<file path="src/usd_pkg.sv">
`timescale 1ns / 1ps
// shared types for the udp stream chunk deframer
// no dependencies

package usd_pkg;

    // parse phase, one-hot
    typedef enum logic [2:0] {
        PH_TYPE = 3'b001,
        PH_LEN  = 3'b010,
        PH_PAY  = 3'b100
    } phase_t;

    // varint size prefixes (top two bits of the first byte)
    localparam logic [1:0] VI_PFX_1 = 2'd0;
    localparam logic [1:0] VI_PFX_2 = 2'd1;
    localparam logic [1:0] VI_PFX_4 = 2'd2;
    localparam logic [1:0] VI_PFX_8 = 2'd3;

    // one parser step outcome
    typedef struct packed {
        logic       hit;
        logic [7:0] data;
        logic       first;
        logic       last;
    } res_t;

endpackage

</file>
<file path="src/usd_parser.sv">
`timescale 1ns / 1ps
// chunk parse state: type varint, length varint, payload countdown
// depends on usd_pkg

module usd_parser
    import usd_pkg::*;
#(
    parameter int LENGTH_BITS = 62
)
(
    input  logic       clk,
    input  logic       rst_n,
    input  logic       step,
    input  logic [7:0] data_in,
    output res_t       res
);

    localparam logic [LENGTH_BITS-1:0] ONE = {{(LENGTH_BITS-1){1'b0}}, 1'b1};

    phase_t                 phase_reg, phase_next;
    logic [2:0]             left_reg, left_next;
    logic [LENGTH_BITS-1:0] acc_reg, acc_next;
    logic                   ovf_reg, ovf_next;
    logic                   skip_reg, skip_next;
    logic [LENGTH_BITS-1:0] payload_left_reg, payload_left_next;
    logic                   at_first_reg, at_first_next;

    // varint feed
    logic [2:0]             feed_left;
    logic [LENGTH_BITS-1:0] feed_acc;
    logic                   feed_ovf;
    logic                   feed_done;
    logic [LENGTH_BITS-1:0] len_val;
    logic                   pay_last;

    always_comb
    begin
        if (left_reg == 3'd0)
        begin
            case (data_in[7:6])
                VI_PFX_1: feed_left = 3'd0;
                VI_PFX_2: feed_left = 3'd1;
                VI_PFX_4: feed_left = 3'd3;
                VI_PFX_8: feed_left = 3'd7;
                default:  feed_left = 3'd0;
            endcase
            feed_acc = {{(LENGTH_BITS-6){1'b0}}, data_in[5:0]};
            feed_ovf = 1'b0;
        end
        else
        begin
            feed_left = left_reg - 3'd1;
            feed_acc  = {acc_reg[LENGTH_BITS-9:0], data_in};
            // bits shifted past the length width saturate the value
            feed_ovf  = ovf_reg | (acc_reg[LENGTH_BITS-1:LENGTH_BITS-8] != 8'd0);
        end
        feed_done = (feed_left == 3'd0);
        len_val   = feed_ovf ? {LENGTH_BITS{1'b1}} : feed_acc;
        pay_last  = (payload_left_reg == ONE);
    end

    always_comb
    begin
        phase_next        = phase_reg;
        left_next         = left_reg;
        acc_next          = acc_reg;
        ovf_next          = ovf_reg;
        skip_next         = skip_reg;
        payload_left_next = payload_left_reg;
        at_first_next     = at_first_reg;
        res.hit           = 1'b0;
        res.data          = data_in;
        res.first         = at_first_reg;
        res.last          = pay_last;
        if (step)
        begin
            case (phase_reg)
                PH_PAY:
                begin
                    payload_left_next = payload_left_reg - ONE;
                    res.hit           = ~skip_reg;
                    at_first_next     = 1'b0;
                    if (pay_last)
                        phase_next = PH_TYPE;
                end
                PH_LEN:
                begin
                    left_next = feed_left;
                    acc_next  = feed_acc;
                    ovf_next  = feed_ovf;
                    if (feed_done)
                    begin
                        // zero-length chunk is dropped
                        if (len_val == '0)
                            phase_next = PH_TYPE;
                        else
                        begin
                            payload_left_next = len_val;
                            at_first_next     = 1'b1;
                            phase_next        = PH_PAY;
                        end
                    end
                end
                default:
                begin
                    phase_next = PH_TYPE;
                    left_next  = feed_left;
                    acc_next   = feed_acc;
                    ovf_next   = feed_ovf;
                    if (feed_done)
                    begin
                        skip_next  = feed_ovf | (feed_acc != '0);
                        phase_next = PH_LEN;
                    end
                end
            endcase
        end
    end

    always_ff @(posedge clk or negedge rst_n)
    begin
        if (!rst_n)
        begin
            phase_reg        <= PH_TYPE;
            left_reg         <= 3'd0;
            acc_reg          <= '0;
            ovf_reg          <= 1'b0;
            skip_reg         <= 1'b0;
            payload_left_reg <= '0;
            at_first_reg     <= 1'b1;
        end
        else
        begin
            phase_reg        <= phase_next;
            left_reg         <= left_next;
            acc_reg          <= acc_next;
            ovf_reg          <= ovf_next;
            skip_reg         <= skip_next;
            payload_left_reg <= payload_left_next;
            at_first_reg     <= at_first_next;
        end
    end

    a_pay_nonzero: assert property (@(posedge clk) disable iff (!rst_n)
        phase_reg == PH_PAY |-> payload_left_reg != '0)
        else $error("payload phase with zero bytes left");

    a_hit_only_payload: assert property (@(posedge clk) disable iff (!rst_n)
        res.hit |-> step && phase_reg == PH_PAY && !skip_reg)
        else $error("result outside a kept payload byte");

    a_last_ends_chunk: assert property (@(posedge clk) disable iff (!rst_n)
        step && phase_reg == PH_PAY && pay_last |=> phase_reg == PH_TYPE)
        else $error("last payload byte did not return to type phase");

endmodule

</file>
<file path="src/udp_stream_chunk_deframer_unit.sv">
`timescale 1ns / 1ps
// top level of the udp stream chunk deframer: input register, parser, result register
// depends on usd_pkg and usd_parser
//
//  channel | signals                             | direction
//  --------+-------------------------------------+----------
//  in      | in_valid, in_stall, in_byte         | into block
//  out     | out_valid, out_stall, out_byte,     | out of block
//          | out_first, out_last                 |
//
// one byte per cycle sustained while out_stall is low; a byte held in the input register passes
// through the parser update into the result register, from which it leaves once taken
// the parse state updates once per byte in a single pass, which sets the rate
// rst_n clears all parse state asynchronously; the block expects a type varint next
// a stalled result holds the output; one more byte still enters the input register,
// after that in_stall rises until the result is taken

module udp_stream_chunk_deframer_unit
    import usd_pkg::*;
#(
    parameter int LENGTH_BITS = 62
)
(
    input  logic       clk,
    input  logic       rst_n,
    input  logic       in_valid,
    output logic       in_stall,
    input  logic [7:0] in_byte,
    output logic       out_valid,
    input  logic       out_stall,
    output logic [7:0] out_byte,
    output logic       out_first,
    output logic       out_last
);

    // input register
    logic       in_valid_reg, in_valid_next;
    logic [7:0] in_byte_reg;

    // result register
    logic       out_valid_reg, out_valid_next;
    logic [7:0] out_byte_reg;
    logic       out_first_reg;
    logic       out_last_reg;

    logic advance;
    logic in_take;
    res_t res;

    // the held byte moves on when the result register is free or being drained
    assign advance  = in_valid_reg & (~out_valid_reg | ~out_stall);
    assign in_stall = in_valid_reg & ~advance;
    assign in_take  = in_valid & ~in_stall;

    usd_parser #(
        .LENGTH_BITS (LENGTH_BITS)
    ) u_parser (
        .clk     (clk),
        .rst_n   (rst_n),
        .step    (advance),
        .data_in (in_byte_reg),
        .res     (res)
    );

    always_comb
    begin
        if (in_take)
            in_valid_next = 1'b1;
        else if (advance)
            in_valid_next = 1'b0;
        else
            in_valid_next = in_valid_reg;

        if (advance && res.hit)
            out_valid_next = 1'b1;
        else if (!out_stall)
            out_valid_next = 1'b0;
        else
            out_valid_next = out_valid_reg;
    end

    always_ff @(posedge clk or negedge rst_n)
    begin
        if (!rst_n)
        begin
            in_valid_reg  <= 1'b0;
            out_valid_reg <= 1'b0;
        end
        else
        begin
            in_valid_reg  <= in_valid_next;
            out_valid_reg <= out_valid_next;
        end
    end

    // payload registers
    always_ff @(posedge clk)
    begin
        if (in_take)
            in_byte_reg <= in_byte;
        if (advance && res.hit)
        begin
            out_byte_reg  <= res.data;
            out_first_reg <= res.first;
            out_last_reg  <= res.last;
        end
    end

    assign out_valid = out_valid_reg;
    assign out_byte  = out_byte_reg;
    assign out_first = out_first_reg;
    assign out_last  = out_last_reg;

    // a full input register behind a stalled result must hold off the source
    a_backpressure: assert property (@(posedge clk) disable iff (!rst_n)
        in_valid_reg && out_valid_reg && out_stall |-> in_stall)
        else $error("input accepted over a blocked input register");

    // a new result needs a held byte the cycle before
    a_no_invented: assert property (@(posedge clk) disable iff (!rst_n)
        !in_valid_reg && !(out_valid_reg && out_stall) |=> !out_valid_reg)
        else $error("result without a transaction");

    // the input register drains when nothing new comes in
    a_drain: assert property (@(posedge clk) disable iff (!rst_n)
        in_valid_reg && !in_stall && !in_valid |=> !in_valid_reg)
        else $error("input register did not drain");

endmodule
</file>
<file path="config.mk">
export PLATFORM = sky130hd
export DESIGN_NAME = udp_stream_chunk_deframer_unit
export DESIGN_NICKNAME = d
export VERILOG_FILES = /design/src/usd_pkg.sv /design/src/usd_parser.sv /design/src/udp_stream_chunk_deframer_unit.sv
export SDC_FILE = /design/constraint.sdc
export NUM_CORES = 1
export LEC_CHECK = 0
export BUFFER_PORTS_ARGS = -buffer_cell sky130_fd_sc_hd__buf_4
export CAP_MARGIN = 15
export CORE_UTILIZATION = 52
export DETAILED_ROUTE_END_ITERATION = 8
export GPL_ROUTABILITY_DRIVEN = 1
export PLACE_DENSITY = 0.76
export REMOVE_ABC_BUFFERS = 1
export SKIP_CTS_REPAIR_TIMING = 1
export SYNTH_ARGS = -nofsm -noshare
export SYNTH_HDL_FRONTEND = slang
export SYNTH_HIERARCHICAL = 1
export SYNTH_SLANG_ARGS = --single-unit
</file>
<file path="constraint.sdc">
create_clock -name clk -period 5.8 [get_ports clk]
set_input_delay 0.29 -clock clk [delete_from_list [all_inputs] [get_ports clk]]
set_output_delay 0.29 -clock clk [all_outputs]
set_load 0.05 [all_outputs]
</file>
==> results.ini <==
[synth]
ys_seq_area_share_pct = 49.15
async_flop_share_pct = 88.24
netlist_top_cells_area = dfrtp_1 (42%), nand2_1 (7.8%), edfxtp_1 (6.8%), o21ai_0 (5.0%), a21oi_1 (3.8%)
ys_warn_count = 6
muxShareOfSynthArea_pct = 0.6743
synth_fa_ha_area_share_pct = 0.6273
synth_ff_type = dfrtp_1
synthSimpleGateAreaFrac_pct = 25.48
synth_seq_cells = 153
avgSynthCellArea_um2 = 8.856
synth_edf_count = 18
synthTopCellsByCount = nand2_1 (166), dfrtp_1 (133), o21ai_0 (80)
synthDominantCellAreaShare_pct = 41.71
synth-xor-area-share_pct = 0.1098
synth_top_family_by_area = simple AND/OR/NAND/NOR gates
post-synth-top-count-cell = nand2_1
synth_largest_area_cell = dfrtp_1
synth_compound_area_share_pct = 19.44
syn_area_um2 = 7979
synth.distinct_cells = 70
syn-instance-count = 901

[timing]
finalCriticalPeriod_ns = 3.589
worstMarginPinSlew_ns = 1.067
finalMaxSlewViolations = 0
relSlewSlack_pct = 28.86
skew_ns = 0.01075
setup_viol = 0
max_freq_mhz = 278.6
setup-tns-final_ns = 0
min_period_over_period_pct = 61.88
rsz0062_at_grt = false
worst_hold_slack_ns = 0.03443
finalHoldViolCount = 0

[hold_path]
hold_path.class = in2reg
holdCritStartpoint = in_byte[3]
holdPathEnd = in_byte_reg[3]$_DFFE_PP_
min_path_cells = 1

[drt]
drt_iter0_markers = 893
vias = 7092
ant_nets = 0
totalWireLength_um = 22050
vias_per_cell = 6.548
drc = 0
dr.pass1.iters = 5
post_drt_wl_per_cell_um = 20.36

[worst_setup_path]
max_stage_delay_ns = 0.88
crit_type = reg2reg
crit_arrival_ns = 3.84
rrSetupSlack_ns = 2.21
r2r_end = u_parser/payload_left_reg[24]$_DFFE_PN0P_
end_kind = flip-flop
critPathSlowestCell = nor2_1
reg2reg_depth = 9
crit_fanout = 35
r2r-start = u_parser/left_reg[0]$_DFFE_PN0P_
crit_buf_inv = 1
critPathLaunchType = flip-flop
crit_family = simple AND/OR/NAND/NOR gates
path_cells = inv_1, ha_1, nand2b_2, nor3_1, o21bai_1, and2_1, a31oi_4, nor2_1, a221oi_1
required_ns = 6.06

[finish]
area_growth_syn_to_layout_pct = 10.32
drive_above_1_share_pct = 11.57
diodes = 0
final_util_pct = 59.66
nNetsFinal = 902

[floorplan]
row_count = 44
ios = 24
floorplan.initialDensity_pct = 54.08
die-width_um = 125.9
die_h_um = 125.9
core_area_um2 = 14750
dieArea_um2 = 15840

[status]
status = finished clean

[cts]
clock_latency_ns = 0.43
clockRootBuffer = clkbuf_16
cts.sinks = 153
cts_tree = done
numCtsBuffers = 17
clk_pin_slew_ns = 0.06
ctsHtreeMaxLevel = 4
clockBufferDepth = 2

[global_route]
antenna_found_initial = 0
grt_pass1_vias = 6608
grt_max_degree = 71
grt_usage_pct = 29.28
grt_remaining_overflow = 0
grt_pass1_wl_um = 35890

[flow_run]
maxCapViolCount = 0

[place]
gp_congestion = 0.9210
port-buffer-count = 23
hpwl_um = 14330

[pwr]
ir_drop_uv = 221.6
total_leakage_power_nw = 3.808
power_w = 0.003122
p_per_area_nw_per_um2 = 354.7

per-stage QoR:
| stage | instances | instance area (um2) | setup WS (ns) |
|---|---|---|---|
| after floorplan | 834 | 7671 | 0.3149 |
| after global placement | 1050 | 8177 | 2.380 |
| after detailed placement | 1050 | 8177 | 2.285 |
| after CTS | 1082 | 8792 | 2.262 |
| after global routing | 1083 | 8802 | 2.005 |
| final | 1083 | 8802 | 2.211 |
cells in the final DEF (no fill, tap or decap), drive strengths merged, types with 4 or more instances in the layout:
| cell type | count |
|---|---|
| nand2 | 166 |
| a32oi | 11 |
| o22a | 14 |
| inv | 14 |
| o211ai | 4 |
| nor2 | 77 |
| nand3 | 40 |
| or2 | 5 |
| nand4 | 6 |
| and2 | 7 |
| o22ai | 6 |
| a211oi | 5 |
| clkinv | 5 |
| dfrtp | 133 |
| a21o | 5 |
| ha | 4 |
| buf | 32 |
| edfxtp | 18 |
| or3 | 13 |
| o21ai | 89 |
| or4 | 9 |
| a22o | 7 |
| nor3 | 40 |
| clkbuf | 21 |
| a31oi | 8 |
| a21oi | 61 |
| nand2b | 7 |
| nor4 | 29 |
| a32o | 6 |
cells by family after synthesis:
group	Yosys count
and+or+nand+nor	411
AOI/OAI and AO/OA	246
DFF	153
buffers and inverters	81
muxes	5
adders and majority gates	4
xor gates and xnor gates	1
worst reg2reg max path: stages, from the launching register on:
cell and delay [ns]:
dfrtp_1 0.39, inv_1 0.10, ha_1 0.23, nand2b_2 0.25
nor3_1 0.28, o21bai_1 0.27, and2_1 0.35, a31oi_4 0.44
nor2_1 0.89, a221oi_1 0.22
routing by layer:
metal | part of all wire (%) | vias to the layer above | global-route usage [%]
met2 | 45 | 333 | 43.82
met5 | 0 | - | 0
li1 | - | 3218 | -
met3 | 8.3 | 52 | 6.330
met1 | 44 | 3489 | 41.80
met4 | 2.5 | 0 | 11.06
how the worst max path moves through the flow:
stage                                                           end                             start  cells after the start  slack, ns
after global placement    u_parser/payload_left_reg[24]$_DFFE_PN0P_  u_parser/left_reg[0]$_DFFE_PN0P_                      9       2.38
after global routing      u_parser/payload_left_reg[24]$_DFFE_PN0P_          in_byte_reg[5]$_DFFE_PP_                      7       2.01
final                     u_parser/payload_left_reg[24]$_DFFE_PN0P_  u_parser/left_reg[0]$_DFFE_PN0P_                      9       2.21
after detailed placement  u_parser/payload_left_reg[24]$_DFFE_PN0P_  u_parser/left_reg[0]$_DFFE_PN0P_                      9       2.28
after floorplan           u_parser/payload_left_reg[24]$_DFFE_PN0P_  u_parser/left_reg[0]$_DFFE_PN0P_                      9       0.31
after CTS                 u_parser/payload_left_reg[24]$_DFFE_PN0P_  u_parser/left_reg[0]$_DFFE_PN0P_                      9       2.26
area by class of cell:
| class | count | area [um2] |
|---|---|---|
| Fill cell | 1297 | 5952 |
| Sequential cell | 153 | 3921 |
| Multi-Input combinational cell | 667 | 3729 |
| Clock buffer | 21 | 470.5 |
| Timing Repair Buffer | 33 | 254.0 |
| Tap cell | 184 | 230.2 |
| Clock inverter | 11 | 145.1 |
| Inverter | 14 | 52.55 |
power breakdown:
group / total [W] / internal (W) / switching (W)
Combinational: 0.000572 / 0.000189 / 0.000383
Sequential: 0.00139 / 0.00124 / 0.000158
Clock: 0.00116 / 0.000709 / 0.000447
(Power assumes the default switching activity.)
